**config.mk**
```make
export PLATFORM = sky130hd
export DESIGN_NAME = avt_merge
export DESIGN_NICKNAME = d
export VERILOG_FILES = /design/src/rtl/avt_pkg.sv /design/src/rtl/avt_merge.sv
export SDC_FILE = /design/constraint.sdc
export NUM_CORES = 1
export LEC_CHECK = 0
export BUFFER_PORTS_ARGS = -buffer_cell sky130_fd_sc_hd__buf_2
export CELL_PAD_IN_SITES_DETAIL_PLACEMENT = 0
export CELL_PAD_IN_SITES_GLOBAL_PLACEMENT = 2
export CORE_UTILIZATION = 25
export CTS_BUF_LIST = sky130_fd_sc_hd__clkbuf_8
export DETAILED_ROUTE_END_ITERATION = 6
export PLACE_DENSITY_LB_ADDON = 0.25
export RECOVER_POWER = 50
export SETUP_SLACK_MARGIN = 0.2
export SLEW_MARGIN = 25
export SYNTH_ARGS = -nofsm -noshare
export SYNTH_HDL_FRONTEND = slang
export SYNTH_SLANG_ARGS = --single-unit
```
**constraint.sdc**
```tcl
create_clock -name clk -period 7.65 [get_ports clk]
set_input_delay 0.3825 -clock clk [delete_from_list [all_inputs] [get_ports clk]]
set_output_delay 0.3825 -clock clk [all_outputs]
set_load 0.05 [all_outputs]
```
**src/rtl/avt_pkg.sv**
```systemverilog
// ----------------------------------------------------------------------------
// avt_pkg
// Shared types and constants for the affine vertex transform core: command
// codes, fixed-point widths and the control bundle that steers the lanes.
// ----------------------------------------------------------------------------
package avt_pkg;

	// fixed-point format of matrix and vector words
	localparam int WORD_W    = 32;
	localparam int FRAC_BITS = 16;
	localparam int PROD_W    = 2 * WORD_W;
	// product after the floor shift
	localparam int SH_W      = PROD_W - FRAC_BITS;
	// three shifted products plus the translation word
	localparam int SUM_W     = SH_W + 2;

	localparam int MAT_DEPTH = 16;
	localparam int IDX_W     = $clog2(MAT_DEPTH);
	localparam int ROWS      = 3;

	localparam logic [WORD_W-1:0] ONE_FIX  = WORD_W'(1) << FRAC_BITS;
	localparam logic [WORD_W-1:0] WORD_MAX = {1'b0, {(WORD_W-1){1'b1}}};
	localparam logic [WORD_W-1:0] WORD_MIN = {1'b1, {(WORD_W-1){1'b0}}};

	typedef enum logic [1:0] {
		CMD_LOAD  = 2'd0,
		CMD_POINT = 2'd1,
		CMD_DIR   = 2'd2,
		CMD_NOP   = 2'd3
	} cmd_t;

	// per-lane stage enables and the point/direction choice
	typedef struct packed {
		logic en1;
		logic en2;
		logic point;
	} lane_ctl_t;

endpackage

```
**src/rtl/avt_merge.sv**
```systemverilog
// ----------------------------------------------------------------------------
// avt_merge
// Output stage: gathers the three lane results into one beat, merges the
// saturation flags and holds the beat while the consumer stalls.
// ----------------------------------------------------------------------------
module avt_merge import avt_pkg::*; (
	input  logic                     clk,
	input  logic                     arst_n,
	input  logic                     valid_s2,
	input  logic signed [WORD_W-1:0] row_x,
	input  logic signed [WORD_W-1:0] row_y,
	input  logic signed [WORD_W-1:0] row_z,
	input  logic [ROWS-1:0]          row_sat,
	input  logic                     out_stall,
	output logic                     take,
	output logic                     out_valid,
	output logic signed [WORD_W-1:0] out_x,
	output logic signed [WORD_W-1:0] out_y,
	output logic signed [WORD_W-1:0] out_z,
	output logic                     saturated
);

	logic valid_q;

	// register free or being drained this cycle
	assign take      = !valid_q || !out_stall;
	assign out_valid = valid_q;

	always_ff @(posedge clk or negedge arst_n) begin
		if (!arst_n) begin
			valid_q <= 1'b0;
		end else if (take) begin
			valid_q <= valid_s2;
		end
	end

	// payload, merged flag
	always_ff @(posedge clk) begin
		if (take && valid_s2) begin
			out_x     <= row_x;
			out_y     <= row_y;
			out_z     <= row_z;
			saturated <= |row_sat;
		end
	end

endmodule

```
==> key figures <==
Timing
  – Min cycle time layout: 1570 ps
  – Slew margin rel.: 0.550
  – Clk_skew: 6.20 ps
  – Final Hold Fails: 0
  – # setup viols final: 0
  – Final Cycle Share: 0.205
  – Slew Viols, Final: 0
  – Sum Neg Setup Slack: 0 ps
  – Peak Freq: 637 MHz
  – RSZ-0062 raised after global routing: false
  – Worst-Margin Slew: 675 ps

Pwr
  – Power share of the sequential group: 0.594
  – Peak supply drop: 0.105 mV
  – Pwr Density: 249 nW/µm²
  – Clock network power share: 0.252
  – Comb pwr share: 0.154
  – Static leakage: 1.71 nW
  – Net Switching: 0.295 mW
  – Internal power: 0.769 mW
  – Sw Share: 0.278

Worst setup path
  – Reg2reg setup slack: 6080 ps
  – R2R depth: 2
  – Crit-path max FO: 53
  – Startpoint types: flip-flop
  – Worst path required time: 7640 ps
  – CP Class: flip-flop to flip-flop
  – CP endpoint kind: flip-flop
  – RR Endpoint: out_z[19]
  – Worst setup path end: out_z[19]
  – Worst reg2reg path startpoint: out_valid
  – Critical Path AT: 1560 ps
  – Critical Path Start: out_valid

Placed design
  – DP Area: 4170 µm²
  – Port bufs: 201
  – Post-DP HPWL: 4440 µm
  – RePlAce Congestion: 0.659
  – Placed cells: 448

Yosys
  – Leading post-synthesis cells by cell area: edfxtp_1 (98%), dfrtp_1 (0.84%), a21boi_0 (0.25%), a21o_1 (0.25%), or3_1 (0.21%)
  – Top-area cell type share of the netlist area: 0.983
  – Area leader, netlist: edfxtp_1
  – Mean post-synth cell area: 29.0 µm²
  – Post-Syn Nets: 205
  – Synth warn: 0
  – Synthesized instance count: 102
  – Yosys reg bits: 98
  – Area of the mapped netlist: 2960 µm²
  – Synth cell types: 6
  – Seq/Total Area, Yosys: 0.992

Hold path
  – Hold Crit Depth: 1
  – Worst min-delay path class: input pin to flip-flop

Clock network
  – CTS tree: yes
  – Clk_lat worst skew: 360 ps
  – # Post-CTS Setup Buffers: 0
  – CTS clk-pin slew, worst paths: 80 ps
  – CTS Hold Bufs: 1
  – Clock Path Buffers: 2
  – CTS buffer count: 9
  – Root Buffer: clkbuf_8
  – TritonCTS Sinks: 98
  – H-tree Lvls: 3
  – CTS resizes: 0

Route
  – Total number of vias: 1802
  – Starting DRT DRC Count: 93
  – Drt first pass iters: 4
  – Final WL: 6300 µm
  – Routed length per instance: 13.6 µm
  – Antenna-violating nets left: 0
  – Vias per inst: 3.88
  – DRC: 0

Floorplan
  – I/O pin count: 202
  – Die Span Y: 111 µm
  – Core area: 11500 µm²
  – Die Area: 12300 µm²
  – Die Wd: 111 µm
  – Initial Util: 0.258
  – FP Rows: 39

Finish
  – Area Overhead vs Synth: 44.1%
  – Cell area after layout: 4270 µm²
  – Final instance count without filler cells: 464
  – Layout cell share with drive strength beyond 1: 0.516
  – Seq. cell area: 2940 µm²
  – Multi-input logic area: 36.3 µm²
  – Final nets: 420
  – Fillers: 1123

GRT
  – Grt total ovfl: 0
  – Vias in the first global route: 1778
  – Global-route wire length before repair: 9320 µm
  – Largest net degree at the start of global routing: 54
  – Initial antenna violation count: 1
  – Gr usage total: 0.104

Run status
  – Status: completed

Run
  – Number of max-cap violations: 0
[cell usage in the layout, fill, tap and decap left out]
cell,n
dfrtp_1,1
clkinv_1,1
clkbuf_1,48
dlygate4sd3_1,1
diode_2,1
or3_1,1
edfxtp_1,97
buf_2,153
nand2_1,1
clkbuf_8,9
a21o_1,1
buf_4,2
a21boi_4,1
inv_1,4
[critical path, stage by stage (launching register included)]
cell and delay [ps]:
dfrtp_1 440, a21boi_4 170, buf_4 550
[through the flow]
step	total power, mW	setup WS [ps]	hold WS, ps	util
2_1_floorplan	0.761	1820	86.9	-
3_3_place_gp	0.812	6040	170	0.364
3_5_place_dp	0.813	6020	164	0.364
4_1_cts	1.09	6050	157	0.377
5_1_grt	1.11	5980	151	0.372
6_report	1.06	6080	193	0.372
[cell usage after synthesis, drive strengths merged]
cell type	instances
a21boi	1
a21o	1
dfrtp	1
edfxtp	97
nand2	1
or3	1
[power by group through the flow]
stage | Clock [mW] | Sequential (mW) | Combinational, mW
floorplan | 0 | 0.750 | 0.0113
global placement | 0 | 0.643 | 0.168
detailed placement | 0 | 0.644 | 0.169
CTS | 0.288 | 0.632 | 0.170
global route | 0.307 | 0.635 | 0.171
finish | 0.269 | 0.632 | 0.164
[per-layer routing]
metal / vias to the layer above / global-route usage / routed length [µm]
li1: 842 / - / -
met1: 806 / 0.119 / 2600
met2: 143 / 0.141 / 2590
met3: 11 / 0.0782 / 1010
met4: 0 / 0.0533 / 103
met5: - / 0 / 0
[layout make-up]
| type | instances | area share |
|---|---|---|
| Antenna cell | 1 | 0.000586 |
| Clock buffer | 9 | 0.0290 |
| Clock inverter | 5 | 0.00440 |
| Multi-Input combinational cell | 4 | 0.00850 |
| Sequential cell | 98 | 0.688 |
| Tap cell | 143 | 0.0419 |
| Timing Repair Buffer | 204 | 0.227 |
[how the worst min path moves through the flow]
stage | slack, ps | to | start
after detailed placement | 160 | out_valid | arst_n
after global placement | 170 | out_valid | arst_n
after floorplan | 90 | out_valid | arst_n
final | 190 | out_x[31] | row_x[31]
after global routing | 150 | out_z[7] | row_z[7]
after CTS | 160 | out_x[21] | row_x[21]
[logic make-up after synthesis]
| family | Yosys count | synth area share |
|---|---|---|
| compound gates | 2 | 0.00507 |
| flops | 98 | 0.992 |
| simple gates | 2 | 0.00338 |
[flip-flops by register name, indices dropped and copies added, names as in the netlist]
register	cells
out_x	32
out_y	32
out_z	32
out_valid	1
saturated	1
(Power assumes the default switching activity.)
